==> src/rtl/core/gda_pkg.sv <==
package gda_pkg;

    // calendar date as held inside the unit
    typedef struct packed {
        logic [15:0] y;
        logic [3:0]  m;
        logic [4:0]  d;
    } t_date;

    // serial day accumulator, days since 0001-01-01
    localparam int ACC_W = 25;
    typedef logic [ACC_W-1:0] t_acc;

    // operation codes
    localparam logic [2:0] FN_NEXT_DAY    = 3'd0;
    localparam logic [2:0] FN_NEXT_MONTH  = 3'd1;
    localparam logic [2:0] FN_NEXT_YEAR   = 3'd2;
    localparam logic [2:0] FN_DAY_COUNT   = 3'd3;
    localparam logic [2:0] FN_WEEKDAY     = 3'd4;
    localparam logic [2:0] FN_NEXT_MONDAY = 3'd5;

    typedef enum logic [3:0] {
        S_IDLE,
        S_LOAD,
        S_SER0,
        S_SER1,
        S_SER2,
        S_SER3,
        S_MON,
        S_DAY,
        S_MOD7,
        S_STEP,
        S_CALC,
        S_DONE
    } t_state;

    // x / 25 by reciprocal, exact for x below 16384
    function automatic logic [9:0] div25(input logic [13:0] x);
        logic [26:0] pr;
        pr = 27'(x) * 27'd5243;
        return pr[26:17];
    endfunction

    function automatic logic is_leap(input logic [15:0] y);
        logic [9:0]  q2;
        logic [9:0]  q4;
        logic [13:0] b2;
        logic [13:0] b4;
        logic        m100;
        logic        m400;
        q2   = div25(y[15:2]);
        q4   = div25({2'b00, y[15:4]});
        b2   = 14'(q2) * 14'd25;
        b4   = 14'(q4) * 14'd25;
        m100 = (b2 == y[15:2]);
        m400 = (y[3:0] == 4'd0) && (b4 == {2'b00, y[15:4]});
        return (y[1:0] == 2'b00) && (!m100 || m400);
    endfunction

    function automatic logic [4:0] month_len(input logic [15:0] y, input logic [3:0] m);
        logic [4:0] len;
        case (m)
            4'd2: begin
                len = is_leap(y) ? 5'd29 : 5'd28;
            end
            4'd4, 4'd6, 4'd9, 4'd11: begin
                len = 5'd30;
            end
            default: begin
                len = 5'd31;
            end
        endcase
        return len;
    endfunction

    // value mod 7, folding octal digits since 8 is 1 mod 7
    function automatic logic [2:0] mod7(input t_acc v);
        logic [26:0] w;
        logic [5:0]  s;
        logic [3:0]  t;
        logic [2:0]  u;
        w = 27'(v);
        s = 6'd0;
        for (int k = 0; k < 9; k++) begin
            s = s + 6'(w[3*k +: 3]);
        end
        t = 4'(s[5:3]) + 4'(s[2:0]);
        u = 3'(4'(t[3]) + 4'(t[2:0]));
        return (u == 3'd7) ? 3'd0 : u;
    endfunction

endpackage

==> src/rtl/core/gda_date_clamp.sv <==
module gda_date_clamp #(
    parameter int MAX_YEAR = 9999
) (
    input  logic [13:0]         i_year,
    input  logic [3:0]          i_month,
    input  logic [4:0]          i_day,
    output gda_pkg::t_date      o_date
);

    localparam logic [15:0] MaxY = 16'(MAX_YEAR);

    logic [15:0] c_y;
    logic [3:0]  c_m;
    logic [4:0]  c_len;

    // pull year and month into range
    always_comb begin
        c_y = 16'(i_year);
        if (c_y == 16'd0) begin
            c_y = 16'd1;
        end
        if (c_y > MaxY) begin
            c_y = MaxY;
        end
        c_m = i_month;
        if (c_m == 4'd0) begin
            c_m = 4'd1;
        end
        if (c_m > 4'd12) begin
            c_m = 4'd12;
        end
    end

    // day clamped into 1 .. month length
    always_comb begin
        c_len    = gda_pkg::month_len(c_y, c_m);
        o_date.y = c_y;
        o_date.m = c_m;
        o_date.d = i_day;
        if (i_day == 5'd0) begin
            o_date.d = 5'd1;
        end
        if (i_day > c_len) begin
            o_date.d = c_len;
        end
    end

endmodule

==> src/rtl/core/gregorian_date_arithmetic.sv <==
// channel   direction  handshake               payload
// request   in         i_valid / o_stall       i_func, i_year_a..i_day_a, i_year_b..i_day_b
// result    out        o_valid / i_stall       o_res_year, o_res_month, o_res_day,
//                                              o_day_count, o_weekday
//
// one request at a time, held in S_DONE until the output register is free
// day count, weekday and next monday use the serial-day accumulator, which walks
// one month length per cycle through a single adder
// synchronous active-low reset clears the sequencer and the result valid
// a finished result waits in the output register while the next request is taken
module gregorian_date_arithmetic #(
    parameter int MAX_YEAR = 9999
) (
    input  logic               i_clk,
    input  logic               i_rst_n,
    input  logic               i_valid,
    output logic               o_stall,
    input  logic [2:0]         i_func,
    input  logic [13:0]        i_year_a,
    input  logic [3:0]         i_month_a,
    input  logic [4:0]         i_day_a,
    input  logic [13:0]        i_year_b,
    input  logic [3:0]         i_month_b,
    input  logic [4:0]         i_day_b,
    output logic               o_valid,
    input  logic               i_stall,
    output logic [13:0]        o_res_year,
    output logic [3:0]         o_res_month,
    output logic [4:0]         o_res_day,
    output logic signed [22:0] o_day_count,
    output logic [2:0]         o_weekday
);

    localparam logic [15:0] MaxY = 16'(MAX_YEAR);

    gda_pkg::t_state r_state, n_state;
    logic            r_o_valid, n_o_valid;

    logic [2:0]      r_func;
    logic [13:0]     r_ya, r_yb;
    logic [3:0]      r_ma, r_mb;
    logic [4:0]      r_da, r_db;
    logic [15:0]     r_y, n_y;
    logic [3:0]      r_m, n_m;
    logic [4:0]      r_d, n_d;
    logic [3:0]      r_i, n_i;
    logic [2:0]      r_cnt, n_cnt;
    logic            r_second, n_second;
    gda_pkg::t_acc   r_acc, n_acc;
    gda_pkg::t_acc   r_ser_a, n_ser_a;
    logic [22:0]     r_count, n_count;
    logic [2:0]      r_wd, n_wd;
    logic [13:0]     r_oy, n_oy;
    logic [3:0]      r_om, n_om;
    logic [4:0]      r_od, n_od;
    logic [22:0]     r_oc, n_oc;
    logic [2:0]      r_ow, n_ow;

    logic [13:0]     c_sy;
    logic [3:0]      c_sm;
    logic [4:0]      c_sd;
    gda_pkg::t_date  c_date;
    logic [15:0]     c_p;
    gda_pkg::t_acc   c_term;
    logic            c_sub;
    gda_pkg::t_acc   c_sum;
    logic [4:0]      c_len;
    logic            c_accept;
    logic            c_has_date;

    assign o_stall  = (r_state != gda_pkg::S_IDLE);
    assign c_accept = i_valid && !o_stall;

    // clamp source: date b while switching over for the day count
    assign c_sy = (r_state == gda_pkg::S_DAY) ? r_yb : r_ya;
    assign c_sm = (r_state == gda_pkg::S_DAY) ? r_mb : r_ma;
    assign c_sd = (r_state == gda_pkg::S_DAY) ? r_db : r_da;

    gda_date_clamp #(
        .MAX_YEAR (MAX_YEAR)
    ) u_clamp (
        .i_year  (c_sy),
        .i_month (c_sm),
        .i_day   (c_sd),
        .o_date  (c_date)
    );

    // shared accumulator adder, term picked by the sequencer
    assign c_p   = r_y - 16'd1;
    assign c_len = gda_pkg::month_len(r_y, r_m);
    always_comb begin
        c_sub  = 1'b0;
        c_term = '0;
        case (r_state)
            gda_pkg::S_SER1: begin
                c_term = gda_pkg::t_acc'(c_p[15:2]);
            end
            gda_pkg::S_SER2: begin
                c_term = gda_pkg::t_acc'(gda_pkg::div25(c_p[15:2]));
                c_sub  = 1'b1;
            end
            gda_pkg::S_SER3: begin
                c_term = gda_pkg::t_acc'(gda_pkg::div25({2'b00, c_p[15:4]}));
            end
            gda_pkg::S_MON: begin
                c_term = gda_pkg::t_acc'(gda_pkg::month_len(r_y, r_i));
            end
            gda_pkg::S_DAY: begin
                c_term = gda_pkg::t_acc'(r_d - 5'd1);
            end
            default: begin
                c_term = '0;
            end
        endcase
        c_sum = c_sub ? (r_acc - c_term) : (r_acc + c_term);
    end

    assign c_has_date = (r_func == gda_pkg::FN_NEXT_DAY) || (r_func == gda_pkg::FN_NEXT_MONTH)
                     || (r_func == gda_pkg::FN_NEXT_YEAR)
                     || (r_func == gda_pkg::FN_NEXT_MONDAY);

    // sequencer
    always_comb begin
        n_state  = r_state;
        n_o_valid = r_o_valid;
        n_y      = r_y;
        n_m      = r_m;
        n_d      = r_d;
        n_i      = r_i;
        n_cnt    = r_cnt;
        n_second = r_second;
        n_acc    = r_acc;
        n_ser_a  = r_ser_a;
        n_count  = r_count;
        n_wd     = r_wd;
        n_oy     = r_oy;
        n_om     = r_om;
        n_od     = r_od;
        n_oc     = r_oc;
        n_ow     = r_ow;
        if (r_o_valid && !i_stall) begin
            n_o_valid = 1'b0;
        end
        case (r_state)
            gda_pkg::S_IDLE: begin
                if (c_accept) begin
                    n_state = gda_pkg::S_LOAD;
                end
            end
            gda_pkg::S_LOAD: begin
                n_y      = c_date.y;
                n_m      = c_date.m;
                n_d      = c_date.d;
                n_second = 1'b0;
                n_cnt    = 3'd1;
                n_count  = '0;
                n_wd     = '0;
                case (r_func)
                    gda_pkg::FN_NEXT_DAY: begin
                        n_state = gda_pkg::S_STEP;
                    end
                    gda_pkg::FN_NEXT_MONTH, gda_pkg::FN_NEXT_YEAR: begin
                        n_state = gda_pkg::S_CALC;
                    end
                    gda_pkg::FN_DAY_COUNT, gda_pkg::FN_WEEKDAY,
                    gda_pkg::FN_NEXT_MONDAY: begin
                        n_state = gda_pkg::S_SER0;
                    end
                    default: begin
                        n_state = gda_pkg::S_DONE;
                    end
                endcase
            end
            gda_pkg::S_SER0: begin
                n_acc   = gda_pkg::t_acc'(c_p) * gda_pkg::t_acc'(365);
                n_i     = 4'd1;
                n_state = gda_pkg::S_SER1;
            end
            gda_pkg::S_SER1: begin
                n_acc   = c_sum;
                n_state = gda_pkg::S_SER2;
            end
            gda_pkg::S_SER2: begin
                n_acc   = c_sum;
                n_state = gda_pkg::S_SER3;
            end
            gda_pkg::S_SER3: begin
                n_acc   = c_sum;
                n_state = gda_pkg::S_MON;
            end
            gda_pkg::S_MON: begin
                // one month length per cycle
                if (r_i == r_m) begin
                    n_state = gda_pkg::S_DAY;
                end else begin
                    n_acc = c_sum;
                    n_i   = r_i + 4'd1;
                end
            end
            gda_pkg::S_DAY: begin
                n_acc = c_sum;
                if (r_func == gda_pkg::FN_DAY_COUNT) begin
                    if (!r_second) begin
                        n_ser_a  = c_sum;
                        n_second = 1'b1;
                        n_y      = c_date.y;
                        n_m      = c_date.m;
                        n_d      = c_date.d;
                        n_state  = gda_pkg::S_SER0;
                    end else begin
                        n_count = 23'(c_sum - r_ser_a);
                        n_state = gda_pkg::S_DONE;
                    end
                end else begin
                    n_state = gda_pkg::S_MOD7;
                end
            end
            gda_pkg::S_MOD7: begin
                // epoch 1900-01-01 serial is a multiple of 7
                n_wd  = gda_pkg::mod7(r_acc);
                n_cnt = 3'd7 - gda_pkg::mod7(r_acc);
                if (r_func == gda_pkg::FN_NEXT_MONDAY) begin
                    n_state = gda_pkg::S_STEP;
                end else begin
                    n_state = gda_pkg::S_DONE;
                end
            end
            gda_pkg::S_STEP: begin
                // next day, holding at the last date
                if (r_d < c_len) begin
                    n_d = r_d + 5'd1;
                end else if (r_m < 4'd12) begin
                    n_m = r_m + 4'd1;
                    n_d = 5'd1;
                end else if (r_y < MaxY) begin
                    n_y = r_y + 16'd1;
                    n_m = 4'd1;
                    n_d = 5'd1;
                end
                n_cnt = r_cnt - 3'd1;
                if (r_cnt == 3'd1) begin
                    n_state = gda_pkg::S_DONE;
                end
            end
            gda_pkg::S_CALC: begin
                if (r_func == gda_pkg::FN_NEXT_MONTH) begin
                    if (r_m == 4'd12) begin
                        if (r_y >= MaxY) begin
                            n_y = MaxY;
                            n_d = 5'd31;
                        end else begin
                            n_y = r_y + 16'd1;
                            n_m = 4'd1;
                        end
                    end else begin
                        n_m = r_m + 4'd1;
                        if (r_d > gda_pkg::month_len(r_y, r_m + 4'd1)) begin
                            n_d = gda_pkg::month_len(r_y, r_m + 4'd1);
                        end
                    end
                end else begin
                    if (r_y >= MaxY) begin
                        n_y = MaxY;
                        n_m = 4'd12;
                        n_d = 5'd31;
                    end else begin
                        n_y = r_y + 16'd1;
                        if (r_d > gda_pkg::month_len(r_y + 16'd1, r_m)) begin
                            n_d = gda_pkg::month_len(r_y + 16'd1, r_m);
                        end
                    end
                end
                n_state = gda_pkg::S_DONE;
            end
            gda_pkg::S_DONE: begin
                // load the output register once it is free
                if (!r_o_valid || !i_stall) begin
                    n_o_valid = 1'b1;
                    n_oy      = c_has_date ? r_y[13:0] : 14'd0;
                    n_om      = c_has_date ? r_m : 4'd0;
                    n_od      = c_has_date ? r_d : 5'd0;
                    n_oc      = (r_func == gda_pkg::FN_DAY_COUNT) ? r_count : 23'd0;
                    n_ow      = (r_func == gda_pkg::FN_WEEKDAY) ? r_wd : 3'd0;
                    n_state   = gda_pkg::S_IDLE;
                end
            end
            default: begin
                n_state = gda_pkg::S_IDLE;
            end
        endcase
    end

    // control registers
    always_ff @(posedge i_clk) begin
        if (!i_rst_n) begin
            r_state   <= gda_pkg::S_IDLE;
            r_o_valid <= 1'b0;
        end else begin
            r_state   <= n_state;
            r_o_valid <= n_o_valid;
        end
    end

    // datapath registers
    always_ff @(posedge i_clk) begin
        if (c_accept) begin
            r_func <= i_func;
            r_ya   <= i_year_a;
            r_ma   <= i_month_a;
            r_da   <= i_day_a;
            r_yb   <= i_year_b;
            r_mb   <= i_month_b;
            r_db   <= i_day_b;
        end
        r_y      <= n_y;
        r_m      <= n_m;
        r_d      <= n_d;
        r_i      <= n_i;
        r_cnt    <= n_cnt;
        r_second <= n_second;
        r_acc    <= n_acc;
        r_ser_a  <= n_ser_a;
        r_count  <= n_count;
        r_wd     <= n_wd;
        r_oy     <= n_oy;
        r_om     <= n_om;
        r_od     <= n_od;
        r_oc     <= n_oc;
        r_ow     <= n_ow;
    end

    assign o_valid     = r_o_valid;
    assign o_res_year  = r_oy;
    assign o_res_month = r_om;
    assign o_res_day   = r_od;
    assign o_day_count = $signed(r_oc);
    assign o_weekday   = r_ow;

    // an accepted request always starts with the clamp cycle
    a_accept_load: assert property (@(posedge i_clk) disable iff (!i_rst_n)
        c_accept |=> (r_state == gda_pkg::S_LOAD))
        else $error("request accepted without entering load");

    // day stepping never runs with an empty count
    a_step_count: assert property (@(posedge i_clk) disable iff (!i_rst_n)
        (r_state == gda_pkg::S_STEP) |-> (r_cnt != 3'd0))
        else $error("day step with zero count");

    // month walk never passes the target month
    a_month_walk: assert property (@(posedge i_clk) disable iff (!i_rst_n)
        (r_state == gda_pkg::S_MON) |-> (r_i <= r_m))
        else $error("month walk overran");

    // a result month is zero or a real month
    a_res_month: assert property (@(posedge i_clk) disable iff (!i_rst_n)
        o_valid |-> (o_res_month <= 4'd12))
        else $error("result month out of range");

endmodule
==> config.mk <==
export PLATFORM = sky130hd
export DESIGN_NAME = gregorian_date_arithmetic
export DESIGN_NICKNAME = d
export VERILOG_FILES = /design/src/rtl/core/gda_pkg.sv /design/src/rtl/core/gda_date_clamp.sv /design/src/rtl/core/gregorian_date_arithmetic.sv
export SDC_FILE = /design/constraint.sdc
export NUM_CORES = 2
export LEC_CHECK = 0
export BUFFER_PORTS_ARGS = -buffer_cell sky130_fd_sc_hd__buf_4
export CAP_MARGIN = 20
export CELL_PAD_IN_SITES_DETAIL_PLACEMENT = 1
export CELL_PAD_IN_SITES_GLOBAL_PLACEMENT = 1
export CORE_MARGIN = 1.5
export CORE_UTILIZATION = 45
export DETAILED_ROUTE_END_ITERATION = 12
export GPL_TIMING_DRIVEN = 0
export PLACE_DENSITY_LB_ADDON = 0.15
export REMOVE_ABC_BUFFERS = 1
export SLEW_MARGIN = 40
export SYNTH_ARGS = -nofsm -noshare
export SYNTH_HDL_FRONTEND = slang
export SYNTH_SLANG_ARGS = --single-unit
export TNS_END_PERCENT = 100
==> constraint.sdc <==
create_clock -name i_clk -period 37.6 [get_ports i_clk]
set_clock_uncertainty 0.2 [all_clocks]
set_input_delay 1.88 -clock i_clk [delete_from_list [all_inputs] [get_ports i_clk]]
set_output_delay 1.88 -clock i_clk [all_outputs]
set_load 0.02 [all_outputs]
==> results.toml <==
[synth]
synth.most_common_cell = "ha_1"
ys_types = 108
yosysTopAreaCell = "ha_1"
synth_area_leaders = "ha_1 (27%), fa_1 (23%), edfxtp_1 (15%)"
ys_seq_area_share_pct = 15.3
syn_area_mm2 = 0.0410
yosysWarnings = 0
synth_edf_count = 205
synth_common_cells = "ha_1 (889), inv_1 (880), fa_1 (465)"
synth-main-ff-cell = "edfxtp_1"
async_flop_share_pct = 0
synthCells = 4160
synth_top_area_share_pct = 27.1
ys_ff_latch = 210
syn_avg_cell_area_um2 = 9.86

[clock_tree]
cts_buffers = 28
cts_root_buf = "clkbuf_16"
postCtsHoldBufs = 0
post_cts_buffers = 0
cts_tree = "yes"
path_clk_slew_ns = 0.06
cts.path.max_buffers = 3
ctsResizeCount = 0
clock_latency_ns = 0.62
cts.sinks = 210
ctsHtreeMaxLevel = 1

[routing]
vias = 29432
post_drt_via_cell_ratio = 5.37
wl_met1_um = 52000
drt_iter0_markers = 1208
topRoutingLayerUsed = "met4"
wirelength_um = 110000
routedWlPerCell_um = 20.1
wl_met3_um = 3090
ant_nets = 0
route.detailed.drc = 0
wl_met2_um = 52800
dr.pass1.iters = 5

[die]
fp-row-count = 110
initial_core_util_pct = 45.5
die_y_um = 305
pin_count = 104
dieArea_mm2 = 0.0929
core_mm2 = 0.0901
die_w_um = 305

[worst_hold_path]
hold_class = "register to register"

[global_route]
grt_pass1_vias = 32681
grt_usage_pct = 24.3
grt_pass1_wl_um = 178000
grt_max_degree = 47
grt_antenna_before_repair = 2
overflow = 0

[worst_setup_path]
path_common_cell = "ha_1"
path_class = "register to register"
path_max_fanout = 11
arrival_ns = 15.89
required_ns = 37.77
end_kind = "register"
worst_path_largest_cell_delay_ns = 0.86
start_kind = "register"
slowest_stage = "edfxtp_1"

[sta]
tns_ns = 0
grt_setup_unrepaired = "no"
slew_headroom_pct = 41.7
maxSlewViolCount = 0
finalHoldViolations = 0
finalSetupViolCount = 0
tightestPinTransition_ns = 0.853
fin_crit_ns = 15.72
period_share_pct = 41.8
fmax_ghz = 0.0636

[cells_and_area]
nets = 5696
drive_gt1_share_pct = 7.43
num_antenna_cells = 0
area_growth_pct = 9.52

[place]
gp_congestion = 0.906
dpl.hpwl_um = 96300
portBuffers = 103

[job]
maxCapViolCount = 0

[status]
outcome = "finished clean"
worst max-delay path, delay by kind of cell, from the launching register on:
family	cells	cell delay [ns]
AOI/OAI and AO/OA	22	6.14
xor gates and xnor gates	5	0.86
adders and majority gates	13	4.62
buffers and inverters	7	0.71
DFF	1	0.86
and+or+nand+nor	10	2.07
layout by cell type, fill, tap and decap left out, types with 25 or more instances in the layout:
cell type  count
nor2_1       162
nor3_1        49
xnor2_1      177
clkbuf_16     28
nor2b_1       39
o21ai_0      139
fa_1         465
nand3_1       66
a21oi_1      140
inv_1        879
buf_4        118
nand2b_1      32
nand4_1       32
ha_1         889
nand2_1      165
and2_1        69
edfxtp_1     205
xnor2_2       25
xor2_1        78
a21o_1        63
worst paths after layout:
kind          startpoint         endpoint  slack (ns)  cells after the start
max              r_y[15]      r_count[22]       21.88                     57
min          r_count[21]  o_day_count[21]        0.32                      1
max reg2reg      r_y[15]      r_count[22]       21.88                     57
min reg2reg  r_count[21]  o_day_count[21]        0.32                      1
cell families (layout without fill, tap and decap cells):
| group | Yosys count | in the layout | share of synthesized area, % |
|---|---|---|---|
| muxes | 40 | 40 | 1.06 |
| adders and majority gates | 1354 | 1354 | 49.8 |
| DFF | 210 | 210 | 15.3 |
| and+or+nand+nor | 738 | 738 | 9.29 |
| buffers and inverters | 934 | 1082 | 8.65 |
| xor gates and xnor gates | 282 | 282 | 6.11 |
| AOI/OAI and AO/OA | 602 | 602 | 9.80 |
routing by layer:
| metal | vias to the layer above | global-route usage [%] |
|---|---|---|
| met5 | - | 0 |
| met4 | 0 | 5.29 |
| met3 | 84 | 1.97 |
| met2 | 420 | 42.3 |
| met1 | 14741 | 32.9 |
| li1 | 14187 | - |
stage by stage:
step	hold WS, ns	cells	instance area (µm²)	utilization, %	setup WS [ns]
2_1_floorplan	0.297	4108	40800	-	24.52
3_3_place_gp	0.300	5387	43000	47.7	21.40
3_5_place_dp	0.306	5433	43800	48.6	21.59
4_1_cts	0.320	5482	44900	49.8	21.53
5_1_grt	0.340	5484	44900	49.8	20.43
6_report	0.317	5484	44900	49.8	21.88
final cells by class:
| cell class | count | area (µm²) |
|---|---|---|
| fillers | 10098 | 45200 |
| multi-input cells | 3016 | 31500 |
| flip-flops and latches | 210 | 6260 |
| inverters | 882 | 3320 |
| well taps | 1176 | 1470 |
| repair buffers | 151 | 1310 |
| clock buffers | 30 | 708 |
| clock inverters | 19 | 314 |
flip-flops by register name, summed over array words and instances (netlist names), 5 cells and up:
name / cells
r_db: 5
o_res_year: 14
r_ser_a: 23
r_da: 5
r_count: 23
r_yb: 14
r_ya: 14
o_res_day: 5
r_d: 5
r_acc: 25
o_day_count: 23
r_y: 16
Power is not shown: default switching activity piles up to over one toggle a cycle in this logic, so the estimate is an artifact.
